`src/hdl/ldp_pkg.sv`:
```
// Package for the lattice domain partitioner.
// Holds the widths, the sequencer state type and the divider request/response structs.
// No dependencies.
package ldp_pkg;

  localparam int MAX_PARTS = 64;
  localparam int DIM_W     = 16;
  localparam int PART_W    = $clog2(MAX_PARTS + 1);
  localparam int IDX_W     = (MAX_PARTS > 1) ? $clog2(MAX_PARTS) : 1;
  localparam int ALN_W     = 7;
  localparam int LENX_W    = DIM_W + 1;
  localparam int DVD_W     = DIM_W + 1;
  localparam int DVS_W     = (ALN_W > PART_W) ? ALN_W : PART_W;
  localparam int CNT_W     = $clog2(DVD_W + 1);
  localparam int MUL_A_W   = DIM_W + 1;
  localparam int PONE_W    = $clog2(MAX_PARTS + 2);
  localparam int MUL_B_W   = (ALN_W > PONE_W) ? ALN_W : PONE_W;
  localparam int COST_W    = MUL_A_W + MUL_B_W;

  localparam logic [ALN_W-1:0] X_ALIGN_RST = ALN_W'(16);

  typedef enum logic [3:0] {
    S_IDLE,
    S_XDIV,
    S_XMUL,
    S_BINIT,
    S_PDIV,
    S_CMUL1,
    S_CMUL2,
    S_CMP,
    S_ZDIV,
    S_YDIV,
    S_OUT,
    S_NOFIT
  } ldp_state_e;

  typedef struct packed {
    logic             start;
    logic [DVD_W-1:0] dividend;
    logic [DVS_W-1:0] divisor;
  } ldp_div_req_t;

  typedef struct packed {
    logic             done;
    logic [DVD_W-1:0] quot;
    logic [DVS_W-1:0] rem;
  } ldp_div_rsp_t;

endpackage

```
`src/hdl/ldp_if.sv`:
```
// Channel interfaces of the lattice domain partitioner: request word in, part word out.
// Depends on ldp_pkg for the field widths.
interface ldp_req_if;
  import ldp_pkg::*;

  logic              valid;
  logic              ready;
  logic [DIM_W-1:0]  size_x;
  logic [DIM_W-1:0]  size_y;
  logic [DIM_W-1:0]  size_z;
  logic [PART_W-1:0] part_count;

  modport source (output valid, size_x, size_y, size_z, part_count, input ready);
  modport sink   (input valid, size_x, size_y, size_z, part_count, output ready);
endinterface

interface ldp_part_if;
  import ldp_pkg::*;

  logic              valid;
  logic              ready;
  logic [IDX_W-1:0]  part_index;
  logic [DIM_W-1:0]  offset_y;
  logic [DIM_W-1:0]  offset_z;
  logic [LENX_W-1:0] len_x;
  logic [DIM_W-1:0]  len_y;
  logic [DIM_W-1:0]  len_z;
  logic [PART_W-1:0] slabs_y;
  logic [PART_W-1:0] slabs_z;
  logic              fitted;
  logic              last;

  modport source (output valid, part_index, offset_y, offset_z, len_x, len_y, len_z,
                  slabs_y, slabs_z, fitted, last, input ready);
  modport sink   (input valid, part_index, offset_y, offset_z, len_x, len_y, len_z,
                  slabs_y, slabs_z, fitted, last, output ready);
endinterface

```
`src/hdl/lattice_domain_partitioner.sv`:
```
// Lattice domain partitioner: splits a 3D mesh into Y/Z slabs for a part count.
// Every division runs on the shared divider, which yields 17 quotient bits.
// A request of P parts divides for the X alignment, tries each Z slab count up to P with
// a cost check on every divisor of P, then divides once per Z slab and once per part;
// when nothing fits it emits P unfitted part words. Ready only when idle.
// Reset (async, active low) returns the sequencer to idle and sets x_align to 16.
module lattice_domain_partitioner (
  input  logic                      clk_i,
  input  logic                      rst_ni,
  input  logic                      x_align_we_i,
  input  logic [ldp_pkg::ALN_W-1:0] x_align_i,
  ldp_req_if.sink                   req_i,
  ldp_part_if.source                part_o
);
  import ldp_pkg::*;

  ldp_state_e state_q, state_d;
  logic       div_start_q, div_start_d;
  logic [ALN_W-1:0] x_align_q;

  logic [DIM_W-1:0]  nx_q, nx_d, ny_q, ny_d, nz_q, nz_d;
  logic [PART_W-1:0] parts_q, parts_d;
  logic [LENX_W-1:0] aligned_x_q, aligned_x_d;
  logic [COST_W-1:0] best_q, best_d, acc_q, acc_d, acc2_q, acc2_d;
  logic [PART_W-1:0] dz_q, dz_d, dy_q, dy_d, by_q, by_d, bz_q, bz_d;
  logic              have_q, have_d;
  logic [IDX_W-1:0]  k_q, k_d, iz_q, iz_d, jy_q, jy_d;
  logic [DIM_W-1:0]  remz_q, remz_d, remy_q, remy_d;
  logic [DIM_W-1:0]  lenz_q, lenz_d, leny_q, leny_d;
  logic [DIM_W-1:0]  oy_q, oy_d, oz_q, oz_d;

  ldp_div_req_t div_req;
  ldp_div_rsp_t div_rsp;

  logic              in_acc, out_acc;
  logic [PART_W-1:0] parts_in;
  logic [ALN_W-1:0]  align;
  logic [MUL_A_W-1:0] mul_a;
  logic [MUL_B_W-1:0] mul_b;
  logic [COST_W-1:0] prod;
  logic [COST_W-1:0] cost;
  logic              cost_lt, fits, fit_hit;
  logic              search_end, last_part, y_wrap;
  logic              is_fit;

  assign in_acc   = req_i.valid && req_i.ready;
  assign out_acc  = part_o.valid && part_o.ready;
  assign parts_in = (req_i.part_count > PART_W'(MAX_PARTS)) ? PART_W'(MAX_PARTS)
                                                            : req_i.part_count;
  assign align    = (x_align_q == '0) ? ALN_W'(1) : x_align_q;

  // Search bookkeeping
  assign cost       = acc_q + acc2_q;
  assign cost_lt    = cost < best_q;
  assign fits       = (nz_q >= DIM_W'(dz_q)) && (ny_q >= DIM_W'(dy_q));
  assign fit_hit    = (state_q == S_CMP) && cost_lt && fits;
  assign search_end = dz_q == parts_q;
  assign last_part  = (PART_W'(k_q) + PART_W'(1)) == parts_q;
  assign y_wrap     = (PART_W'(jy_q) + PART_W'(1)) == by_q;

  // Shared multiplier operand select
  always_comb begin
    mul_a = '0;
    mul_b = '0;
    unique case (state_q)
      S_XMUL: begin
        mul_a = div_rsp.quot;
        mul_b = MUL_B_W'(align);
      end
      S_BINIT: begin
        mul_a = MUL_A_W'(ny_q) + MUL_A_W'(nz_q);
        mul_b = MUL_B_W'(parts_q) + MUL_B_W'(1);
      end
      S_CMUL1: begin
        mul_a = MUL_A_W'(ny_q);
        mul_b = MUL_B_W'(dz_q);
      end
      S_CMUL2: begin
        mul_a = MUL_A_W'(nz_q);
        mul_b = MUL_B_W'(dy_q);
      end
      default: begin
        mul_a = '0;
        mul_b = '0;
      end
    endcase
  end

  assign prod = COST_W'(mul_a) * COST_W'(mul_b);

  // Divider operand select
  always_comb begin
    div_req.start    = div_start_q;
    div_req.dividend = '0;
    div_req.divisor  = DVS_W'(1);
    unique case (state_q)
      S_XDIV: begin
        div_req.dividend = DVD_W'(nx_q) + DVD_W'(align) - DVD_W'(1);
        div_req.divisor  = DVS_W'(align);
      end
      S_PDIV: begin
        div_req.dividend = DVD_W'(parts_q);
        div_req.divisor  = DVS_W'(dz_q);
      end
      S_ZDIV: begin
        div_req.dividend = DVD_W'(remz_q);
        div_req.divisor  = DVS_W'(bz_q - PART_W'(iz_q));
      end
      S_YDIV: begin
        div_req.dividend = DVD_W'(remy_q);
        div_req.divisor  = DVS_W'(by_q - PART_W'(jy_q));
      end
      default: begin
        div_req.dividend = '0;
        div_req.divisor  = DVS_W'(1);
      end
    endcase
  end

  ldp_div u_ldp_div (
    .clk_i  (clk_i),
    .rst_ni (rst_ni),
    .req_i  (div_req),
    .rsp_o  (div_rsp)
  );

  // Next state
  always_comb begin
    state_d = state_q;
    unique case (state_q)
      S_IDLE: begin
        if (in_acc && (parts_in != '0)) state_d = S_XDIV;
      end
      S_XDIV: begin
        if (div_rsp.done) state_d = S_XMUL;
      end
      S_XMUL:  state_d = S_BINIT;
      S_BINIT: state_d = S_PDIV;
      S_PDIV: begin
        if (div_rsp.done) begin
          if (div_rsp.rem == '0) state_d = S_CMUL1;
          else if (search_end)   state_d = have_q ? S_ZDIV : S_NOFIT;
          else                   state_d = S_PDIV;
        end
      end
      S_CMUL1: state_d = S_CMUL2;
      S_CMUL2: state_d = S_CMP;
      S_CMP: begin
        if (search_end) state_d = (have_q || fit_hit) ? S_ZDIV : S_NOFIT;
        else            state_d = S_PDIV;
      end
      S_ZDIV: begin
        if (div_rsp.done) state_d = S_YDIV;
      end
      S_YDIV: begin
        if (div_rsp.done) state_d = S_OUT;
      end
      S_OUT: begin
        if (out_acc) begin
          if (last_part)   state_d = S_IDLE;
          else if (y_wrap) state_d = S_ZDIV;
          else             state_d = S_YDIV;
        end
      end
      S_NOFIT: begin
        if (out_acc && last_part) state_d = S_IDLE;
      end
      default: state_d = S_IDLE;
    endcase
  end

  // Kick the divider on entry to a divide state, or on a repeat of one
  always_comb begin
    div_start_d = ((state_d == S_XDIV) || (state_d == S_PDIV) ||
                   (state_d == S_ZDIV) || (state_d == S_YDIV)) &&
                  ((state_d != state_q) || div_rsp.done);
  end

  // Datapath updates
  always_comb begin
    nx_d = nx_q;  ny_d = ny_q;  nz_d = nz_q;
    parts_d     = parts_q;
    aligned_x_d = aligned_x_q;
    best_d = best_q;  acc_d = acc_q;  acc2_d = acc2_q;
    dz_d = dz_q;  dy_d = dy_q;  by_d = by_q;  bz_d = bz_q;
    have_d = have_q;
    k_d = k_q;  iz_d = iz_q;  jy_d = jy_q;
    remz_d = remz_q;  remy_d = remy_q;
    lenz_d = lenz_q;  leny_d = leny_q;
    oy_d = oy_q;  oz_d = oz_q;
    unique case (state_q)
      S_IDLE: begin
        if (in_acc) begin
          nx_d    = req_i.size_x;
          ny_d    = req_i.size_y;
          nz_d    = req_i.size_z;
          parts_d = parts_in;
        end
      end
      S_XMUL: aligned_x_d = prod[LENX_W-1:0];
      S_BINIT: begin
        best_d = prod;
        dz_d   = PART_W'(1);
        have_d = 1'b0;
        by_d   = '0;
        bz_d   = '0;
        k_d    = '0;
        iz_d   = '0;
        oz_d   = '0;
        remz_d = nz_q;
      end
      S_PDIV: begin
        if (div_rsp.done) begin
          dy_d = div_rsp.quot[PART_W-1:0];
          if ((div_rsp.rem != '0) && !search_end) dz_d = dz_q + PART_W'(1);
        end
      end
      S_CMUL1: acc_d  = prod;
      S_CMUL2: acc2_d = prod;
      S_CMP: begin
        if (cost_lt) begin
          best_d = cost;
          if (fits) begin
            by_d   = dy_q;
            bz_d   = dz_q;
            have_d = 1'b1;
          end
        end
        if (!search_end) dz_d = dz_q + PART_W'(1);
      end
      S_ZDIV: begin
        if (div_rsp.done) begin
          lenz_d = div_rsp.quot[DIM_W-1:0];
          remz_d = remz_q - div_rsp.quot[DIM_W-1:0];
          jy_d   = '0;
          oy_d   = '0;
          remy_d = ny_q;
        end
      end
      S_YDIV: begin
        if (div_rsp.done) begin
          leny_d = div_rsp.quot[DIM_W-1:0];
          remy_d = remy_q - div_rsp.quot[DIM_W-1:0];
        end
      end
      S_OUT: begin
        if (out_acc) begin
          k_d  = k_q + IDX_W'(1);
          oy_d = oy_q + leny_q;
          jy_d = jy_q + IDX_W'(1);
          if (y_wrap) begin
            iz_d = iz_q + IDX_W'(1);
            oz_d = oz_q + lenz_q;
          end
        end
      end
      S_NOFIT: begin
        if (out_acc) k_d = k_q + IDX_W'(1);
      end
      default: ;
    endcase
  end

  // Control registers
  always_ff @(posedge clk_i or negedge rst_ni) begin
    if (!rst_ni) begin
      state_q     <= S_IDLE;
      div_start_q <= 1'b0;
      x_align_q   <= X_ALIGN_RST;
      have_q      <= 1'b0;
      dz_q        <= '0;
      k_q         <= '0;
      iz_q        <= '0;
      jy_q        <= '0;
      parts_q     <= '0;
    end else begin
      state_q     <= state_d;
      div_start_q <= div_start_d;
      if (x_align_we_i) x_align_q <= x_align_i;
      have_q      <= have_d;
      dz_q        <= dz_d;
      k_q         <= k_d;
      iz_q        <= iz_d;
      jy_q        <= jy_d;
      parts_q     <= parts_d;
    end
  end

  // Payload registers
  always_ff @(posedge clk_i) begin
    nx_q        <= nx_d;
    ny_q        <= ny_d;
    nz_q        <= nz_d;
    aligned_x_q <= aligned_x_d;
    best_q      <= best_d;
    acc_q       <= acc_d;
    acc2_q      <= acc2_d;
    dy_q        <= dy_d;
    by_q        <= by_d;
    bz_q        <= bz_d;
    remz_q      <= remz_d;
    remy_q      <= remy_d;
    lenz_q      <= lenz_d;
    leny_q      <= leny_d;
    oy_q        <= oy_d;
    oz_q        <= oz_d;
  end

  // Outputs: zero the geometry of a part word when no layout fitted
  always_comb begin
    is_fit            = state_q == S_OUT;
    req_i.ready       = state_q == S_IDLE;
    part_o.valid      = (state_q == S_OUT) || (state_q == S_NOFIT);
    part_o.part_index = k_q;
    part_o.last       = last_part;
    part_o.fitted     = is_fit;
    part_o.offset_y   = is_fit ? oy_q : '0;
    part_o.offset_z   = is_fit ? oz_q : '0;
    part_o.len_x      = is_fit ? aligned_x_q : '0;
    part_o.len_y      = is_fit ? leny_q : '0;
    part_o.len_z      = is_fit ? lenz_q : '0;
    part_o.slabs_y    = is_fit ? by_q : '0;
    part_o.slabs_z    = is_fit ? bz_q : '0;
  end

endmodule

```
`src/hdl/ldp_div.sv`:
```
// Shared restoring divider: one quotient bit per cycle, done rises once the last quotient bit is in.
// Depends on ldp_pkg for widths and the request/response structs.
module ldp_div (
  input  logic                 clk_i,
  input  logic                 rst_ni,
  input  ldp_pkg::ldp_div_req_t req_i,
  output ldp_pkg::ldp_div_rsp_t rsp_o
);
  import ldp_pkg::*;

  logic             busy_q, busy_d;
  logic             done_q, done_d;
  logic [CNT_W-1:0] cnt_q, cnt_d;
  logic [DVD_W-1:0] dvd_q, dvd_d;
  logic [DVS_W-1:0] dvs_q, dvs_d;
  logic [DVS_W-1:0] rem_q, rem_d;
  logic [DVS_W:0]   rem_sh;
  logic [DVS_W:0]   rem_nx;
  logic             ge;

  // Trial subtract of the divisor from the shifted partial remainder
  always_comb begin
    rem_sh = {rem_q, dvd_q[DVD_W-1]};
    ge     = rem_sh >= {1'b0, dvs_q};
    rem_nx = ge ? (rem_sh - {1'b0, dvs_q}) : rem_sh;
  end

  // Load on start, else advance one bit while busy
  always_comb begin
    busy_d = busy_q;
    done_d = 1'b0;
    cnt_d  = cnt_q;
    dvd_d  = dvd_q;
    dvs_d  = dvs_q;
    rem_d  = rem_q;
    if (req_i.start) begin
      busy_d = 1'b1;
      cnt_d  = CNT_W'(DVD_W);
      dvd_d  = req_i.dividend;
      dvs_d  = req_i.divisor;
      rem_d  = '0;
    end else if (busy_q) begin
      dvd_d = {dvd_q[DVD_W-2:0], ge};
      rem_d = rem_nx[DVS_W-1:0];
      cnt_d = cnt_q - CNT_W'(1);
      if (cnt_q == CNT_W'(1)) begin
        busy_d = 1'b0;
        done_d = 1'b1;
      end
    end
  end

  always_ff @(posedge clk_i or negedge rst_ni) begin
    if (!rst_ni) begin
      busy_q <= 1'b0;
      done_q <= 1'b0;
      cnt_q  <= '0;
    end else begin
      busy_q <= busy_d;
      done_q <= done_d;
      cnt_q  <= cnt_d;
    end
  end

  always_ff @(posedge clk_i) begin
    dvd_q <= dvd_d;
    dvs_q <= dvs_d;
    rem_q <= rem_d;
  end

  assign rsp_o.done = done_q;
  assign rsp_o.quot = dvd_q;
  assign rsp_o.rem  = rem_q;

endmodule

```
`src/flat_wrapper.sv`:
```
// flat-port wrapper written by rule: the top's interface ports become plain ports
module lattice_domain_partitioner_flat import ldp_pkg::*;
  (clk_i, rst_ni, x_align_we_i, x_align_i, req_i_valid, req_i_size_x, req_i_size_y, req_i_size_z, req_i_part_count, req_i_ready, part_o_valid, part_o_part_index, part_o_offset_y, part_o_offset_z, part_o_len_x, part_o_len_y, part_o_len_z, part_o_slabs_y, part_o_slabs_z, part_o_fitted, part_o_last, part_o_ready);
  ldp_req_if req_i_i ();
  ldp_part_if part_o_i ();
  input  logic clk_i;
  input  logic rst_ni;
  input  logic x_align_we_i;
  input  logic [ldp_pkg::ALN_W-1:0] x_align_i;
  input wire logic [$bits(req_i_i.valid)-1:0] req_i_valid;
  input wire logic [$bits(req_i_i.size_x)-1:0] req_i_size_x;
  input wire logic [$bits(req_i_i.size_y)-1:0] req_i_size_y;
  input wire logic [$bits(req_i_i.size_z)-1:0] req_i_size_z;
  input wire logic [$bits(req_i_i.part_count)-1:0] req_i_part_count;
  output wire logic [$bits(req_i_i.ready)-1:0] req_i_ready;
  output wire logic [$bits(part_o_i.valid)-1:0] part_o_valid;
  output wire logic [$bits(part_o_i.part_index)-1:0] part_o_part_index;
  output wire logic [$bits(part_o_i.offset_y)-1:0] part_o_offset_y;
  output wire logic [$bits(part_o_i.offset_z)-1:0] part_o_offset_z;
  output wire logic [$bits(part_o_i.len_x)-1:0] part_o_len_x;
  output wire logic [$bits(part_o_i.len_y)-1:0] part_o_len_y;
  output wire logic [$bits(part_o_i.len_z)-1:0] part_o_len_z;
  output wire logic [$bits(part_o_i.slabs_y)-1:0] part_o_slabs_y;
  output wire logic [$bits(part_o_i.slabs_z)-1:0] part_o_slabs_z;
  output wire logic [$bits(part_o_i.fitted)-1:0] part_o_fitted;
  output wire logic [$bits(part_o_i.last)-1:0] part_o_last;
  input wire logic [$bits(part_o_i.ready)-1:0] part_o_ready;
  assign req_i_i.valid = req_i_valid;
  assign req_i_i.size_x = req_i_size_x;
  assign req_i_i.size_y = req_i_size_y;
  assign req_i_i.size_z = req_i_size_z;
  assign req_i_i.part_count = req_i_part_count;
  assign req_i_ready = req_i_i.ready;
  assign part_o_valid = part_o_i.valid;
  assign part_o_part_index = part_o_i.part_index;
  assign part_o_offset_y = part_o_i.offset_y;
  assign part_o_offset_z = part_o_i.offset_z;
  assign part_o_len_x = part_o_i.len_x;
  assign part_o_len_y = part_o_i.len_y;
  assign part_o_len_z = part_o_i.len_z;
  assign part_o_slabs_y = part_o_i.slabs_y;
  assign part_o_slabs_z = part_o_i.slabs_z;
  assign part_o_fitted = part_o_i.fitted;
  assign part_o_last = part_o_i.last;
  assign part_o_i.ready = part_o_ready;
  lattice_domain_partitioner u_core (.clk_i(clk_i), .rst_ni(rst_ni), .x_align_we_i(x_align_we_i), .x_align_i(x_align_i), .req_i(req_i_i), .part_o(part_o_i));
endmodule
```
`config.mk`:
```
export PLATFORM = sky130hd
export DESIGN_NAME = lattice_domain_partitioner_flat
export DESIGN_NICKNAME = d
export VERILOG_FILES = /design/src/hdl/ldp_pkg.sv /design/src/hdl/ldp_if.sv /design/src/hdl/lattice_domain_partitioner.sv /design/src/hdl/ldp_div.sv /design/src/flat_wrapper.sv
export SDC_FILE = /design/constraint.sdc
export NUM_CORES = 1
export LEC_CHECK = 0
export BUFFER_PORTS_ARGS = -buffer_cell sky130_fd_sc_hd__buf_2
export CORE_ASPECT_RATIO = 0.8
export CORE_UTILIZATION = 40
export CTS_CLUSTER_SIZE = 30
export DETAILED_ROUTE_END_ITERATION = 12
export GPL_TIMING_DRIVEN = 0
export PLACE_DENSITY = 0.61
export SYNTH_ARGS = -nofsm -noshare
export SYNTH_HDL_FRONTEND = slang
export SYNTH_HIERARCHICAL = 1
export SYNTH_SLANG_ARGS = --single-unit
```
`constraint.sdc`:
```
create_clock -name clk_i -period 11.14 [get_ports clk_i]
set_input_delay 2.228 -clock clk_i [delete_from_list [all_inputs] [get_ports clk_i]]
set_output_delay 2.228 -clock clk_i [all_outputs]
set_load 0.03 [all_outputs]
```
==> summary.txt <==
Outcome
  • Outcome: complete, no violations

Min path
  • Hold WC Path Type: flop to flop
  • Hold Path Stages: 1

Placed design
  • Gp weighted congestion: 0.957
  • HPWL Detailed: 57,200 um
  • Port Buffer Count: 171
  • Area of placed instances: 26,700 um^2

Pwr
  • Max VDD drop: 0.000112 V
  • Combinational Power Share: 40.2%
  • Sequential power share: 35.1%
  • Pwr/cell area: 197 nW/um^2
  • Clock power frac: 24.7%
  • Leakage power: 12.4 nW
  • Sw Pwr: 0.00224 W
  • Sw frac: 40.6%
  • Pint: 0.00328 W

Clocking
  • Worst skew pair latency: 0.58 ns
  • TritonCTS clock tree: done
  • Post-CTS Resized: 0
  • Htree depth: 2
  • CTS sink cnt: 337
  • Max Root-Sink Buffers: 3
  • Postcts setup bufs: 0
  • Clock root buffer master: clkbuf_16
  • Hold buffers post-CTS: 0
  • Clk slew on worst S/H paths: 0.07 ns
  • TritonCTS Buffers: 40

Logic synthesis
  • Seq/Total Area, Yosys: 39.7%
  • Share of async-settable or async-resettable flops after synthesis: 15.4%
  • Synth cell types: 85
  • Mapped Cells: 2,490
  • Mean Syn Cell Area: 9.91 um^2
  • #FFs+latches synth: 337
  • Cell taking the most area after synthesis: edfxtp_1
  • Synth area leaders: edfxtp_1, ha_1, fa_1, dfrtp_1, nor2_1
  • Post-synth EDFFs: 278
  • Most used DFF post-synth: edfxtp_1
  • Synth Cell Area: 24,700 um^2
  • Share of the synthesized area in the top cell type: 33.8%
  • Warnings, synthesis: 6
  • Mapped Nets: 2,867

Route
  • Via/cell ratio: 5.55
  • DR pass1 iterations: 6
  • DRC Markers: 0
  • Post-DRT Antenna Nets: 0
  • Detailed router's first-iteration violation count: 1,809
  • Routed WL: 73,300 um
  • DR WL/cell: 20.6 um
  • Vias: 19,812

STA
  • Final hold violation count: 0
  • Slew of the pin with the lowest slew margin: 1.21 ns
  • Max Freq: 0.119 GHz
  • TNS Setup: 0 ns
  • Final min period: 8.43 ns
  • Worst slew margin: 19.3%
  • RSZ-0062 raised after global routing: no
  • Final Cycle Share: 75.7%
  • Clk_skew: 0.0238 ns
  • # setup viols final: 0
  • Max Slew Vio Count: 0

Final layout
  • # nets final: 3,085
  • Post-route cell area: 28,100 um^2
  • Layout cells sized above 1: 11.8%
  • Ant. Diodes: 0
  • Area Growth Syn to Fin: 13.7%

Die
  • Die span in y: 224 um
  • FP Rows: 81
  • Full die area: 62,700 um^2
  • Initial Utilization: 40.5%
  • Die width: 280 um
  • Core area: 61,000 um^2
  • IO Count: 172

Critical path
  • Critical Path Most Common Cell: fa_1
  • WS Path Type: flop to flop
  • Largest delay share family, worst path: compound AO/OA/AOI/OAI gates
  • Worst path depth: 25
  • Critical Path RT: 11.46 ns
  • CP Buf/Inv Count: 6
  • Reg2Reg Depth: 25
  • Crit. End Element: flop
  • WP data arrival: 8.74 ns
  • Max incr delay on CP: 0.74 ns
  • Worst Setup Start Kind: flop
  • Slowest stage cell, crit path: a21boi_1
  • Maximum fanout along the worst path: 10

Global route
  • Number of global-route vias before repair: 19,343
  • Maximum number of pins on one net before global-route repair: 53
  • Tot GR Track Use: 23.4%
  • First-pass GRT wire length: 112,000 um
  • Antenna violations before repair: 2
  • Grt ovf: 0

Flow run
  • Maxcap violations: 0
-- worst paths after layout --
check / start / endpoint / slack, ns
setup / recovery: u_core/state_q[3]$_DFF_PN0_ / u_core/best_q[23]$_DFFE_PP_ / 2.71
hold reg to reg: u_core/have_q$_DFFE_PN0P_ / u_core/have_q$_DFFE_PN0P_ / 0.51
setup reg to reg: u_core/state_q[3]$_DFF_PN0_ / u_core/best_q[23]$_DFFE_PP_ / 2.71
min in group asynchronous: rst_ni / u_core/u_ldp_div/cnt_q[2]$_DFFE_PN0P_ / 1.69
max in group asynchronous: rst_ni / u_core/part_o.part_index[2]$_DFFE_PN0P_ / 8.93
hold / removal: u_core/have_q$_DFFE_PN0P_ / u_core/have_q$_DFFE_PN0P_ / 0.51
-- cells by family (layout without fill, tap and decap cells) --
| family | Yosys count | after routing | share of synthesized area [%] |
|---|---|---|---|
| flops | 337 | 337 | 39.7 |
| compound gates | 502 | 502 | 13.6 |
| buf+inv | 308 | 556 | 4.75 |
| mux | 35 | 35 | 1.57 |
| simple gates | 832 | 832 | 16.3 |
| fa+ha+maj | 310 | 310 | 18.3 |
| xor+xnor | 166 | 166 | 5.89 |
-- cell usage in the layout, fill, tap and decap left out, types with 30 or more instances in the layout --
cell       synthesis  final
xnor2_1           95     95
mux2_2            30     30
edfxtp_1         278    278
a21o_1            42     42
inv_1            235    234
o21ai_0          127    127
and2_1           100    100
xor2_1            71     71
nand2_1          219    219
nand3_1           46     46
clkbuf_16          0     42
clkbuf_1          63     61
nor2_1           236    236
a21oi_1          105    105
fa_1              84     84
buf_2              4    174
nor3_1            54     52
nand2b_1          36     36
dfrtp_1           51     51
ha_1             226    226
-- power by group through the flow --
stage / Clock (W) / Sequential, W / Combinational [W]
after floorplan: 0 / 0.00178 / 0.00159
after global placement: 0 / 0.00195 / 0.00210
after detailed placement: 0 / 0.00195 / 0.00216
after CTS: 0.00140 / 0.00193 / 0.00218
after global routing: 0.00144 / 0.00195 / 0.00244
final: 0.00136 / 0.00194 / 0.00222
-- state kept, by name, indices dropped and copies added (netlist names), 7 cells and up --
name / cells
u_core/aligned_x_q: 17
u_core/by_q: 7
u_core/u_ldp_div/dvd_q: 17
u_core/ny_q: 16
u_core/remy_q: 16
u_core/bz_q: 7
u_core/remz_q: 16
u_core/u_ldp_div/rem_q: 7
u_core/leny_q: 16
u_core/best_q: 24
u_core/acc_q: 24
u_core/x_align_q: 7
u_core/oz_q: 16
u_core/lenz_q: 16
u_core/dz_q: 7
u_core/nz_q: 16
u_core/acc2_q: 24
u_core/u_ldp_div/dvs_q: 7
u_core/dy_q: 7
u_core/nx_q: 16
u_core/parts_q: 7
u_core/oy_q: 16
-- metal layers --
layer | vias up | GRT usage, % | routed length, um
li1 | 9250 | - | -
met1 | 9602 | 33.7 | 33300
met2 | 800 | 34.8 | 31100
met3 | 160 | 4.08 | 6260
met4 | 0 | 8.97 | 2730
met5 | - | 0 | 0
-- area by class of cell --
class	count	area [um^2]
fill	5887	32900
multi-input combinational	1845	13700
sequential	337	9790
clock buffer	44	1070
tap	830	1040
timing repair buffer	176	945
inverter	235	882
clock inverter	28	300
buffer	73	294
-- metrics by stage --
stage / setup WS, ns / instances / hold slack (ns) / total power (W) / utilization (%)
3_5_place_dp: 2.53 / 3496 / 0.489 / 0.00411 / 43.7
2_1_floorplan: 4.07 / 2490 / 0.464 / 0.00337 / -
4_1_cts: 2.49 / 3568 / 0.507 / 0.00551 / 46.0
3_3_place_gp: 1.96 / 3491 / 0.486 / 0.00404 / 43.6
6_report: 2.71 / 3568 / 0.508 / 0.00553 / 46.0
5_1_grt: 2.32 / 3568 / 0.530 / 0.00583 / 46.0
-- synthesized netlist by cell type (all sizes together) (11+ instances only) --
library cell and n:
a31oi 11, nand3 47, a21oi 105, nor3 56, a21boi 19, edfxtp 278, nand2 219, and3 14
and2 100, or3 22, nor2 237, a211oi 19, a22oi 21, a21o 42, nor4 13, nor3b 11
o21ai 131, nand4 11, inv 235, nand2b 36, ha 226, xor2 71, a222oi 22, dfrtp 51
o21a 26, fa 84, nor2b 23, or2 26, o31ai 19, mux2 30, clkbuf 63, xnor2 95
No activity file was read; power rests on OpenSTA's default activity.
